<file path="src/rtl/core/ugns_pkg.sv">
// Shared types and codes of the uniform-grid neighbour search block.
`timescale 1ns / 1ps

package ugns_pkg;

  // Command codes carried by the func field of an input beat.
  typedef logic [1:0] func_t;
  localparam func_t FUNC_CLEAR  = 2'd0;
  localparam func_t FUNC_INSERT = 2'd1;
  localparam func_t FUNC_QUERY  = 2'd2;
  localparam func_t FUNC_FETCH  = 2'd3;

  // Jobs for the shared cell quantiser; the code also names where its answer lands.
  typedef logic [2:0] qop_t;
  localparam qop_t QOP_NONE   = 3'd0;
  localparam qop_t QOP_CELL_X = 3'd1;
  localparam qop_t QOP_CELL_Y = 3'd2;
  localparam qop_t QOP_LO_X   = 3'd3;
  localparam qop_t QOP_LO_Y   = 3'd4;
  localparam qop_t QOP_HI_X   = 3'd5;
  localparam qop_t QOP_HI_Y   = 3'd6;

  // Field widths fixed by the interface.
  localparam int POS_W   = 16;
  localparam int INDEX_W = 9;
  localparam int VAL_W   = POS_W + 1;

  // Search radius after reset, 50.0 in 9.7 fixed point.
  localparam logic [POS_W-1:0] RADIUS_RESET = 16'd6400;

  // Commands from the controller to the datapath.
  typedef struct packed {
    logic load;
    logic query_reset;
    logic clr_wr;
    qop_t qop;
    logic pt_init;
    logic cell_calc;
    logic head_rd_ins;
    logic ins_link;
    logic cur_load;
    logic head_rd_cur;
    logic ptr_load_head;
    logic ptr_clear;
    logic advance;
    logic pt_rd;
    logic ptr_load_link;
    logic finish;
    logic finish_found;
  } ugns_cmd_t;

  // Status from the datapath to the controller.
  typedef struct packed {
    func_t func;
    logic  slot_ok;
    logic  clr_last;
    logic  quant_pending;
    logic  win_nonempty;
    logic  cur_out;
    logic  ptr_ok;
    logic  adv_end;
  } ugns_status_t;

endpackage

</file>
<file path="src/rtl/core/ugns_ctrl.sv">
// Controller state machine sequencing clear, insert, query and fetch commands.
`timescale 1ns / 1ps

module ugns_ctrl import ugns_pkg::*; (
  input  logic         clk,
  input  logic         rst,
  input  logic         start,
  output logic         busy,
  input  ugns_status_t status,
  output ugns_cmd_t    cmd
);

  localparam logic [4:0] S_INIT     = 5'd0;
  localparam logic [4:0] S_IDLE     = 5'd1;
  localparam logic [4:0] S_DISP     = 5'd2;
  localparam logic [4:0] S_CLEAR    = 5'd3;
  localparam logic [4:0] S_INS_QX   = 5'd4;
  localparam logic [4:0] S_INS_QY   = 5'd5;
  localparam logic [4:0] S_INS_WAIT = 5'd6;
  localparam logic [4:0] S_INS_CELL = 5'd7;
  localparam logic [4:0] S_INS_RD   = 5'd8;
  localparam logic [4:0] S_INS_LINK = 5'd9;
  localparam logic [4:0] S_Q_LX     = 5'd10;
  localparam logic [4:0] S_Q_LY     = 5'd11;
  localparam logic [4:0] S_Q_HX     = 5'd12;
  localparam logic [4:0] S_Q_HY     = 5'd13;
  localparam logic [4:0] S_Q_WAIT   = 5'd14;
  localparam logic [4:0] S_Q_CUR    = 5'd15;
  localparam logic [4:0] S_Q_HRD    = 5'd16;
  localparam logic [4:0] S_Q_HLD    = 5'd17;
  localparam logic [4:0] S_F_TEST   = 5'd18;
  localparam logic [4:0] S_F_HRD    = 5'd19;
  localparam logic [4:0] S_F_HLD    = 5'd20;
  localparam logic [4:0] S_F_PT     = 5'd21;

  logic [4:0] state, state_next;

  // State register; reset starts the sweep that empties every cell.
  always_ff @(posedge clk) begin
    if (rst) begin
      state <= S_INIT;
    end else begin
      state <= state_next;
    end
  end

  assign busy = (state != S_IDLE);

  // Next state and commands.
  always_comb begin
    state_next = state;
    cmd        = '0;
    cmd.qop    = QOP_NONE;
    case (state)
      S_INIT: begin
        cmd.clr_wr = 1'b1;
        if (status.clr_last) begin
          state_next = S_IDLE;
        end
      end
      S_IDLE: begin
        if (start) begin
          cmd.load   = 1'b1;
          state_next = S_DISP;
        end
      end
      S_DISP: begin
        case (status.func)
          FUNC_CLEAR: begin
            cmd.query_reset = 1'b1;
            state_next      = S_CLEAR;
          end
          FUNC_INSERT: begin
            if (status.slot_ok) begin
              state_next = S_INS_QX;
            end else begin
              cmd.finish = 1'b1;
              state_next = S_IDLE;
            end
          end
          FUNC_QUERY: state_next = S_Q_LX;
          default:    state_next = S_F_TEST;
        endcase
      end
      S_CLEAR: begin
        cmd.clr_wr = 1'b1;
        if (status.clr_last) begin
          cmd.finish = 1'b1;
          state_next = S_IDLE;
        end
      end
      S_INS_QX: begin
        cmd.pt_init = 1'b1;
        cmd.qop     = QOP_CELL_X;
        state_next  = S_INS_QY;
      end
      S_INS_QY: begin
        cmd.qop    = QOP_CELL_Y;
        state_next = S_INS_WAIT;
      end
      S_INS_WAIT: begin
        if (!status.quant_pending) begin
          state_next = S_INS_CELL;
        end
      end
      S_INS_CELL: begin
        cmd.cell_calc = 1'b1;
        state_next    = S_INS_RD;
      end
      S_INS_RD: begin
        cmd.head_rd_ins = 1'b1;
        state_next      = S_INS_LINK;
      end
      S_INS_LINK: begin
        cmd.ins_link = 1'b1;
        cmd.finish   = 1'b1;
        state_next   = S_IDLE;
      end
      S_Q_LX: begin
        cmd.qop    = QOP_LO_X;
        state_next = S_Q_LY;
      end
      S_Q_LY: begin
        cmd.qop    = QOP_LO_Y;
        state_next = S_Q_HX;
      end
      S_Q_HX: begin
        cmd.qop    = QOP_HI_X;
        state_next = S_Q_HY;
      end
      S_Q_HY: begin
        cmd.qop    = QOP_HI_Y;
        state_next = S_Q_WAIT;
      end
      S_Q_WAIT: begin
        if (!status.quant_pending) begin
          state_next = S_Q_CUR;
        end
      end
      S_Q_CUR: begin
        cmd.cur_load = 1'b1;
        state_next   = S_Q_HRD;
      end
      S_Q_HRD: begin
        if (status.win_nonempty) begin
          cmd.head_rd_cur = 1'b1;
          state_next      = S_Q_HLD;
        end else begin
          cmd.ptr_clear = 1'b1;
          cmd.finish    = 1'b1;
          state_next    = S_IDLE;
        end
      end
      S_Q_HLD: begin
        cmd.ptr_load_head = 1'b1;
        cmd.finish        = 1'b1;
        state_next        = S_IDLE;
      end
      S_F_TEST: begin
        if (status.cur_out) begin
          cmd.finish = 1'b1;
          state_next = S_IDLE;
        end else if (status.ptr_ok) begin
          cmd.pt_rd  = 1'b1;
          state_next = S_F_PT;
        end else begin
          cmd.advance = 1'b1;
          if (status.adv_end) begin
            cmd.finish = 1'b1;
            state_next = S_IDLE;
          end else begin
            state_next = S_F_HRD;
          end
        end
      end
      S_F_HRD: begin
        cmd.head_rd_cur = 1'b1;
        state_next      = S_F_HLD;
      end
      S_F_HLD: begin
        cmd.ptr_load_head = 1'b1;
        state_next        = S_F_TEST;
      end
      S_F_PT: begin
        cmd.finish_found  = 1'b1;
        cmd.ptr_load_link = 1'b1;
        state_next        = S_IDLE;
      end
      default: begin
        state_next = S_IDLE;
      end
    endcase
  end

endmodule

</file>
<file path="config.mk">
export PLATFORM = sky130hd
export DESIGN_NAME = ugns_ctrl
export DESIGN_NICKNAME = d
export VERILOG_FILES = /design/src/rtl/core/ugns_pkg.sv /design/src/rtl/core/ugns_ctrl.sv
export SDC_FILE = /design/constraint.sdc
export NUM_CORES = 1
export LEC_CHECK = 0
export ABC_CLOCK_PERIOD_IN_PS = 3700
export BUFFER_PORTS_ARGS = -buffer_cell sky130_fd_sc_hd__buf_2
export CAP_MARGIN = 5
export CORE_MARGIN = 2
export CORE_UTILIZATION = 54
export CTS_BUF_LIST = sky130_fd_sc_hd__clkbuf_4 sky130_fd_sc_hd__clkbuf_8
export CTS_CLUSTER_SIZE = 40
export DETAILED_ROUTE_END_ITERATION = 8
export PLACE_DENSITY = 0.87
export SLEW_MARGIN = 20
export SYNTH_ARGS = -nofsm -noshare
export SYNTH_HDL_FRONTEND = slang
export SYNTH_SLANG_ARGS = --single-unit
export TNS_END_PERCENT = 20
</file>
<file path="constraint.sdc">
create_clock -name clk -period 3.7 [get_ports clk]
set_input_delay 0.74 -clock clk [delete_from_list [all_inputs] [get_ports clk]]
set_output_delay 0.74 -clock clk [all_outputs]
set_load 0.02 [all_outputs]
</file>
* Word level (Yosys, flattened, before mapping)
Cells that the tools add are included. Widths: inputs -> output; s select.
Operators by class: equal/unequal tests 28, multiplexer cells 39, reduce and logical (&&, ||, !) cells 6
Operators with widths (number):
- $pmux 5 s18 | 1
- $eq 5x4->1 const B | 8
- $mux 5 | 8
- $eq 5x5->1 const B | 6
- $mux 1 | 23
- $eq 5x3->1 const B | 4
- $pmux 3 s6 | 1
- $pmux 5 s3 | 1
- $eq 5x2->1 const B | 2
- $ne 2x2->1 const B | 3
- $reduce_or 2->1 | 3
- $eq 5x1->1 const B | 1
- $logic_not 5->1 | 1
- $ne 5x1->1 const B | 1
- $pmux 1 s5 | 1
- $mux 2 | 2
- $reduce_and 4->1 | 1
- $mux 3 | 1
- $eq 2x1->1 const B | 1
- $eq 2x2->1 const B | 1
- $logic_not 2->1 | 1
- $ne 2x1->1 const B | 1
- $pmux 1 s2 | 1
Word-level totals: register bits 5, bits of input ports 12

* Longest topological paths before layout
Gate-level depths: netlist of run 1.
word-level depth 4, mapped depth 6, gate-level depth less buffers 4

* Worst setup path after synthesis of run 1
Ideal clock, no wire load.
path type reg2out, start point reg state[3], end point out cmd[17] (netlist bit), data arrival time 1.584 ns, required time 2.960 ns, slack 1.376 ns, stages on the path, launching flop included 4, cells stage by stage dfxtp_1 -> buf_2 -> or3_4 -> nor4_1
RTL lines:
- start: declaration | RTL line ugns_ctrl.sv:36 | logic [4:0] state, state_next;
- start signal: assignment | RTL line ugns_ctrl.sv:43 | state <= state_next;
- end: declaration | RTL line ugns_ctrl.sv:10 | output ugns_cmd_t cmd

==> results of run 1 <==
==> worst min path at each step <==
| stage | cells past startpoint | end | start |
|---|---|---|---|
| 6_report | 2 | state[3] | rst |
| 5_1_grt | 2 | state[4] | rst |
| 4_1_cts | 2 | state[4] | rst |
| 3_5_place_dp | 2 | state[1] | state[1] |
| 3_3_place_gp | 2 | state[1] | state[1] |
| 2_1_floorplan | 3 | state[1] | state[1] |
==> kinds of logic after synthesis <==
logic type | share of synthesized area
mux | 0.0135
flops | 0.120
buf+inv | 0.125
xor+xnor | 0.0526
compound gates | 0.248
simple gates | 0.441
==> power by group through the flow <==
stage               logic [W]  registers [W]  clock network [W]
finish               0.000161      0.0000983          0.0000687
global route         0.000176       0.000104          0.0000755
CTS                  0.000160      0.0000980          0.0000702
detailed placement   0.000159      0.0000988                  0
global placement     0.000153      0.0000967                  0
floorplan            0.000169      0.0000642                  0
==> Yosys cell counts, drive strengths merged (2+ instances only) <==
master    n  area share
clkbuf    3       0.014
or3       2       0.021
nor3b     2       0.018
o311ai    2       0.021
dfxtp     5        0.12
xor2      3       0.032
o2bb2ai   2       0.021
a21oi     6       0.036
nor2      7       0.032
nor3      7       0.048
buf      10       0.084
nor4      4       0.038
a31o      2       0.021
inv       6       0.027
nand2     6       0.027
a31oi     4       0.030
xnor2     2       0.021
nor2b     6       0.045
nand2b    5       0.038
nand3b    3       0.027
and3      6       0.045
o21ai     6       0.036
==> cell type report <==
cell class	instances	area, sq um	area share
multi-input cells	94	629	0.658
repair buffers	31	155	0.162
flip-flops and latches	5	100	0.105
clock buffers	4	30.0	0.0314
inverters	6	22.5	0.0235
well taps	16	20.0	0.0209
==> metrics by stage <==
step	hold WS, ns	setup slack, ns
final	0.738	0.971
after global routing	0.741	0.855
after CTS	0.731	0.988
after detailed placement	0.831	1.22
after global placement	0.774	1.20
after floorplan	0.690	1.38
==> critical path: stages, from the launching register on <==
cell and delay [ns]:
dfxtp_1 0.75, and3b_1 0.26, o311ai_1 0.27, a21oi_1 0.11
a31o_1 0.21, buf_2 0.15
==> routing by layer <==
| layer | GRT usage | vias to the layer above |
|---|---|---|
| met5 | 0 | - |
| met3 | 0.0426 | 4 |
| li1 | - | 479 |
| met4 | 0.0667 | 0 |
| met2 | 0.391 | 44 |
| met1 | 0.312 | 440 |
==> cells in the final DEF (no fill, tap or decap), types with 2 or more instances in the layout <==
cell type  synthesis  layout
o2bb2ai_1          2       2
nor2_1             7       7
nor2b_1            6       6
nand3b_1           3       3
a31o_1             2       2
nand2_1            6       6
a21oi_1            6       6
nor3b_1            2       2
nand2b_1           5       5
clkbuf_4           0       4
nor4_1             3       3
nor3_1             6       6
inv_1              6       6
and3_1             6       6
o21ai_1            2       2
xnor2_1            2       2
buf_2              5      31
xor2_1             3       3
a31oi_1            4       4
o21ai_0            4       4
dfxtp_1            5       5
==> metrics.cfg, run 1 <==
[route]
wl_met1_um=961
wl_per_cell_um=13.7
wl_um=2140
first_iter_violations=20
drc=0
top_layer=met4
first_pass_iters=4
routed_via_density=6.20
ant_nets=0
dr_wl_met3_um=123
wl_met2_um=1040
vias=967

[die]
fp.dieH_um=43.3
design.core.area_sq_um=1470
io_pins=32
dieArea_sq_um=1870
die_x_um=43.3
placementRows=14
initial_core_util=0.566

[power]
p_int_w=0.000184
ir_worst_vdd_mv=0.399
pwr_density_cell_nw_per_um2=343
switchingPower_w=0.000144
switching_share=0.440
clkPwrFrac=0.209
p_seq_frac=0.300
power_frac_comb=0.491
power_w=0.000328
power_leakage_nw=0.442

[critical_path]
crit_type=register to primary output
endpoint_kind=primary output
required_ns=2.96
crit_end=cmd[1]
crit_start=state[4]
path_max_fanout=23
ff2ff_path_depth=4
r2r_end=state[1]
crit_arrival_ns=1.99
startpoint_type=register
ff2ff_setup_slack_ns=1.50
worstReg2RegStart=state[2]

[synth]
ys_seq_area_frac=0.120
avgSynthCellArea_sq_um=7.06
ys.flop_type=dfxtp_1
syn_inst=118
synth_edf_count=0
async_reset_ff_frac=0
synth.cell_area_sq_um=833
yosysWarningCount=0
ys_ff_latch=5
synth_fp_nets=130
yosysUniqueCellTypes=49

[finish]
fin_cells=156
post-route-util=0.651
regMostFlops=state
area_growth_pct=14.9
layout-drive-gt1-share=0.293
nFillCells=152
largest_reg_flops=5
top_regs=state: 5 flops
nets=153
final_cell_area_sq_um=957
antenna_cells=0

[clock_tree]
ctsHtreeMaxLevel=1
cts_tree=yes
numClockSinks=5
cts_setup_buffers=0
clk_latency_ns=0.24
cts_buffers=3
cts_hold_buf=0
cts_root_buf=clkbuf_4
clkTransAtPathRegs_ns=0.05
ctsResizeCount=0
clockBufferDepth=2

[timing]
fmax_mhz=366
rsz0062_at_grt=false
fin_setup_tns_ns=0
relSlewSlack=0.432
hold_viol=0
finalCritPeriodShare=0.738
min_period_ns=2.73
drv_slew=0
setup_viol=0
worstMarginPinSlew_ns=0.851
fin_skew_ns=0.00667

[global_routing]
grt_overflow=0
track_usage=0.237
grt_pass1_vias=845
grt_antenna_before_repair=0
grt_pass1_wl_um=3530
grt_max_degree=28

[placement]
port_buffers=31
dp_hpwl_um=1560
postPlaceCellArea_sq_um=927
placed_cells=152
place_congestion=0.896

[run_status]
status=complete, no violations

[job]
drv_cap=0

[hold_path]
worstHoldPathType=primary input to register

Power figures use the tool's default switching activity.
==> run 2: changes to the inputs <==
--- a/config.mk
+++ b/config.mk
@@ -5,15 +5,15 @@
 export SDC_FILE = /design/constraint.sdc
 export NUM_CORES = 1
 export LEC_CHECK = 0
-export ABC_CLOCK_PERIOD_IN_PS = 3700
+export ABC_CLOCK_PERIOD_IN_PS = 2800
 export BUFFER_PORTS_ARGS = -buffer_cell sky130_fd_sc_hd__buf_2
 export CAP_MARGIN = 5
 export CORE_MARGIN = 2
-export CORE_UTILIZATION = 54
+export CORE_UTILIZATION = 50
 export CTS_BUF_LIST = sky130_fd_sc_hd__clkbuf_4 sky130_fd_sc_hd__clkbuf_8
 export CTS_CLUSTER_SIZE = 40
 export DETAILED_ROUTE_END_ITERATION = 8
-export PLACE_DENSITY = 0.87
+export PLACE_DENSITY = 0.81
 export SLEW_MARGIN = 20
 export SYNTH_ARGS = -nofsm -noshare
 export SYNTH_HDL_FRONTEND = slang
==> constraint.sdc (replaced) <==
create_clock -name clk -period 2.8 [get_ports clk]
set_input_delay 0.56 -clock clk [delete_from_list [all_inputs] [get_ports clk]]
set_output_delay 0.56 -clock clk [all_outputs]
set_load 0.02 [all_outputs]
==> run 2 against run 1 <==
Compared with the run above:
- hold slack worse by 0.18 ns
- clock power is 33% higher
- global-route usage is 1.2 points lower
- register-to-register slack worse by 0.70 ns
- routed wire length is 3.7% lower
- clock skew is 0.0032 ns lower
- non-clock buffer count stayed put
- first-iteration DRC count is 10% lower
- core utilization is 3.0 points lower
- sequential power is 31% higher
==> metrics.cfg, run 2 (same netlist as run 1, synthesis figures left out) <==
[timing]
min_period_ns=2.53
worstMarginPinSlew_ns=0.819  ; -0.0320 ns
rsz0062_at_grt=false
drv_slew=0  ; unchanged
setup_viol=0  ; unchanged
fmax_mhz=395
fin_skew_ns=0.00347  ; -0.00320 ns
relSlewSlack=0.453  ; +0.0214
hold_viol=0  ; unchanged
finalCritPeriodShare=0.904
fin_setup_tns_ns=0  ; unchanged

[clock_tree]
clk_latency_ns=0.24  ; about the same
cts_hold_buf=0  ; unchanged
numClockSinks=5  ; unchanged
ctsHtreeMaxLevel=1  ; unchanged
cts_root_buf=clkbuf_4
clockBufferDepth=2  ; unchanged
cts_setup_buffers=0  ; unchanged
clkTransAtPathRegs_ns=0.04  ; about the same
ctsResizeCount=0  ; unchanged
cts_buffers=3  ; unchanged
cts_tree=yes

[power]
clkPwrFrac=0.214  ; +0.005
pwr_density_cell_nw_per_um2=447  ; +31%
power_leakage_nw=0.442  ; unchanged
p_int_w=0.000243  ; +32%
ir_worst_vdd_mv=0.440  ; +10%
switching_share=0.434  ; -0.00664
switchingPower_w=0.000186  ; +29%
power_frac_comb=0.484  ; -0.007
p_seq_frac=0.302  ; +0.002

[global_routing]
grt_antenna_before_repair=0  ; unchanged
grt_overflow=0  ; unchanged
grt_max_degree=28  ; unchanged
grt_pass1_wl_um=3430  ; -2.7%
grt_pass1_vias=784  ; -7.2%
track_usage=0.225  ; -0.0116

[route]
vias=906  ; -6.3%
ant_nets=0  ; unchanged
first_iter_violations=18  ; -10%
first_pass_iters=7  ; +3
wl_um=2060  ; -3.7%
routed_via_density=5.81  ; -6.3%
wl_per_cell_um=13.2  ; -3.7%
drc=0  ; unchanged

[die]
initial_core_util=0.541  ; -0.0257
placementRows=14  ; unchanged
design.core.area_sq_um=1540  ; +4.8%
io_pins=32  ; unchanged
die_x_um=44.8  ; +3.6%
dieArea_sq_um=2010  ; +7.3%
fp.dieH_um=44.8  ; +3.6%

[placement]
port_buffers=31  ; unchanged
dp_hpwl_um=1540  ; -0.88%
place_congestion=0.890  ; -0.64%
postPlaceCellArea_sq_um=927  ; unchanged

[critical_path]
crit_type=register to primary output
crit_arrival_ns=1.97  ; -0.02 ns
required_ns=2.24  ; -0.72 ns
startpoint_type=register
endpoint_kind=primary output
path_max_fanout=23  ; unchanged

[finish]
nFillCells=149  ; -2.0%
nets=153  ; unchanged
antenna_cells=0  ; unchanged
layout-drive-gt1-share=0.293  ; unchanged
top_regs=state: 5 flops
final_common_cell=buf_2
area_growth_pct=14.9  ; unchanged
layout_common_cells=buf_2 (31), nor2_1 (7)
largest_reg_flops=5  ; unchanged
final_cell_area_sq_um=957  ; unchanged
regMostFlops=state

[run_status]
status=complete, no violations

[job]
drv_cap=0  ; unchanged

[hold_path]
worstHoldPathType=primary input to register

[run 2: final timing paths]
kind / from / endpoint / slack (ns) / cells after the start
setup / recovery: state[4] / cmd[1] / 0.27 / 5
hold / removal: rst / state[2] / 0.56 / 2
setup reg to reg: state[0] / state[1] / 0.80 / 4
hold reg to reg: state[1] / state[1] / 0.84 / 2
[run 2: power groups by stage]
| stage | Combinational (W) | Clock (W) | Sequential, W |
|---|---|---|---|
| final | 0.000207 | 0.0000917 | 0.000129 |
| after global routing | 0.000231 | 0.0000969 | 0.000135 |
| after CTS | 0.000207 | 0.0000940 | 0.000128 |
| after detailed placement | 0.000206 | 0 | 0.000130 |
| after global placement | 0.000203 | 0 | 0.000128 |
| after floorplan | 0.000223 | 0 | 0.0000848 |
[run 2: metrics by stage]
step | util | std cells | power (W) | worst slack [ns] | hold slack (ns)
6_report | 0.621 | 156 | 0.000428 | 0.268 | 0.555
5_1_grt | 0.621 | 156 | 0.000462 | 0.155 | 0.582
4_1_cts | 0.621 | 156 | 0.000429 | 0.254 | 0.553
3_5_place_dp | 0.601 | 152 | 0.000336 | 0.522 | 0.800
3_3_place_gp | 0.601 | 152 | 0.000331 | 0.580 | 0.782
2_1_floorplan | - | 118 | 0.000308 | 0.656 | 0.629
[run 2: layout make-up]
type | count | area [sq um] | area share
timing repair buffer | 31 | 155 | 0.162
multi-input combinational | 94 | 629 | 0.658
clock buffer | 4 | 30.0 | 0.0314
sequential | 5 | 100 | 0.105
tap | 16 | 20.0 | 0.0209
inverter | 6 | 22.5 | 0.0235
[run 2: per-layer routing]
metal | global-route usage | vias up | routed length, um
met5 | 0 | - | 0
met4 | 0.0353 | 0 | 0
met1 | 0.307 | 396 | 975
met3 | 0.0360 | 0 | 113
met2 | 0.383 | 33 | 975
li1 | - | 477 | -
[run 2: critical path, stage by stage, from the launching register on]
cell and delay (ns):
dfxtp_1 0.73, and3b_1 0.26, o311ai_1 0.28, a21oi_1 0.11, a31o_1 0.21, buf_2 0.15
==> run 3: changes to the inputs <==
--- a/config.mk
+++ b/config.mk
@@ -8,12 +8,11 @@
 export ABC_CLOCK_PERIOD_IN_PS = 2800
 export BUFFER_PORTS_ARGS = -buffer_cell sky130_fd_sc_hd__buf_2
 export CAP_MARGIN = 5
-export CORE_MARGIN = 2
-export CORE_UTILIZATION = 50
+export CORE_ASPECT_RATIO = 0.75
+export CORE_UTILIZATION = 23
 export CTS_BUF_LIST = sky130_fd_sc_hd__clkbuf_4 sky130_fd_sc_hd__clkbuf_8
 export CTS_CLUSTER_SIZE = 40
 export DETAILED_ROUTE_END_ITERATION = 8
-export PLACE_DENSITY = 0.81
 export SLEW_MARGIN = 20
 export SYNTH_ARGS = -nofsm -noshare
 export SYNTH_HDL_FRONTEND = slang
==> run 3 against run 2 <==
Compared with the run above:
- hold slack gained 0.036 ns
- largest power group unchanged
- total power grew 16%
- register-to-register slack got worse by 0.11 ns
- cell count increased by 19%
==> metrics.cfg, run 3 (same netlist as run 1, synthesis figures left out) <==
[run_status]
status=complete, no violations

[critical_path]
ff2ff_setup_slack_ns=0.69  ; -0.11 ns
r2r_end=state[1]
path_max_fanout=19  ; -17%
crit_start=state[0]
crit_end=cmd[1]
crit_arrival_ns=1.78  ; -0.19 ns
crit_type=register to primary output
startpoint_type=register
worstReg2RegStart=state[0]
required_ns=2.24  ; about the same
endpoint_kind=primary output
ff2ff_path_depth=5  ; +1

[finish]
final_common_cell=buf_2
layout_common_cells=buf_2 (31), nor2_1 (7)
top_regs=state: 5 flops
nFillCells=404  ; +170%
register_area_sq_um=100  ; unchanged
post-route-util=0.309  ; -0.312
largest_reg_flops=5  ; unchanged
layout-drive-gt1-share=0.317  ; +0.0244
area_growth_pct=25.2
antenna_cells=0  ; unchanged
multi_input_area_sq_um=629  ; unchanged
regMostFlops=state
nets=158  ; +3.3%

[timing]
rsz0062_at_grt=false
finalCritPeriodShare=0.836  ; -0.0682
fmax_mhz=427  ; +8.2%
min_period_ns=2.34  ; -0.191 ns
worstMarginPinSlew_ns=0.627  ; -0.192 ns
hold_viol=0  ; unchanged
fin_setup_tns_ns=0  ; unchanged
fin_skew_ns=0.00413  ; +0.000660 ns
relSlewSlack=0.581  ; +0.128
drv_slew=0  ; unchanged
setup_viol=0  ; unchanged

[route]
wl_um=2480  ; +20%
first_iter_violations=55  ; +37
wl_per_cell_um=13.4  ; +1.1%
vias=971  ; +7.2%
first_pass_iters=4  ; -3
routed_via_density=5.25  ; -9.6%
ant_nets=0  ; unchanged
drc=0  ; unchanged

[die]
placementRows=18  ; +4
fp.dieH_um=54.1  ; +21%
die_x_um=71.5  ; +60%
design.core.area_sq_um=3380  ; +120%
initial_core_util=0.247  ; -0.294
io_pins=32  ; unchanged
dieArea_sq_um=3870  ; +93%

[global_routing]
grt_pass1_wl_um=3970  ; +16%
grt_antenna_before_repair=0  ; unchanged
grt_overflow=0  ; unchanged
track_usage=0.135  ; -0.0903
grt_max_degree=20  ; -29%
grt_pass1_vias=843  ; +7.5%

[clock_tree]
cts_hold_buf=0  ; unchanged
cts_tree=yes
numClockSinks=5  ; unchanged
ctsResizeCount=0  ; unchanged
cts_setup_buffers=0  ; unchanged
ctsHtreeMaxLevel=1  ; unchanged
cts_root_buf=clkbuf_8
clockBufferDepth=2  ; unchanged
clk_latency_ns=0.22  ; -0.02 ns
clkTransAtPathRegs_ns=0.04  ; about the same
cts_buffers=3  ; unchanged

[power]
pwr_density_cell_nw_per_um2=478  ; +6.7%
ir_worst_vdd_mv=0.156  ; -65%
power_w=0.000498  ; +16%
power_leakage_nw=0.477  ; +7.8%

[hold_path]
worstHoldPathType=primary input to register

[placement]
place_congestion=0.884  ; -0.65%
port_buffers=31  ; unchanged
dp_hpwl_um=1880  ; +22%

[job]
drv_cap=0  ; unchanged

==> run 3: cell types whose count changed in the layout (fill, tap and decap cells not counted) <==
cell      previous run  this run
buf_4                0         5
clkbuf_4             4         1
clkbuf_8             0         3
==> run 3: worst max-delay path, cell delays in order, from the launching register on <==
cell     delay (ns)
dfxtp_1        0.50
or3_4          0.50
nor3_2         0.22
a31o_1         0.17
buf_2          0.16
==> run 3: where the power goes <==
| group | total (W) | internal, W | switching [W] | leakage, nW |
|---|---|---|---|---|
| sequential | 0.000113 | 0.0000798 | 0.0000333 | 0.0406 |
| clock | 0.000142 | 0.000107 | 0.0000345 | 0.0262 |
| combinational | 0.000243 | 0.000109 | 0.000135 | 0.410 |
| total | 0.000498 | 0.000296 | 0.000202 | 0.477 |
==> run 3: metal layers <==
layer	up-vias	wire [um]	track usage
li1	491	-	-
met5	-	0	0
met4	0	19	0.0392
met3	2	133	0.0300
met2	35	986	0.205
met1	443	1340	0.191
==> run 3: worst min-delay path by stage <==
stage / to / slack [ns] / start / cells after the start
5_1_grt: state[4] / 0.59 / rst / 2
2_1_floorplan: state[2] / 0.63 / rst / 1
3_3_place_gp: state[4] / 0.68 / state[4] / 3
3_5_place_dp: state[4] / 0.70 / state[4] / 3
6_report: state[3] / 0.59 / rst / 2
4_1_cts: state[4] / 0.58 / rst / 2
==> run 3: metrics by stage <==
stage	cell area (sq um)	std cells	setup WS, ns	hold WS [ns]
global placement	995	181	0.608	0.684
CTS	1040	185	0.463	0.577
detailed placement	995	181	0.602	0.698
global route	1040	185	0.335	0.592
finish	1040	185	0.459	0.591
floorplan	833	118	0.656	0.629
==> run 3: layout make-up <==
class                           instances  share of cell area
Multi-Input combinational cell         94               0.603
Timing Repair Buffer                   36               0.185
Sequential cell                         5              0.0959
Tap cell                               40              0.0480
Clock buffer                            4              0.0468
Inverter                                6              0.0216
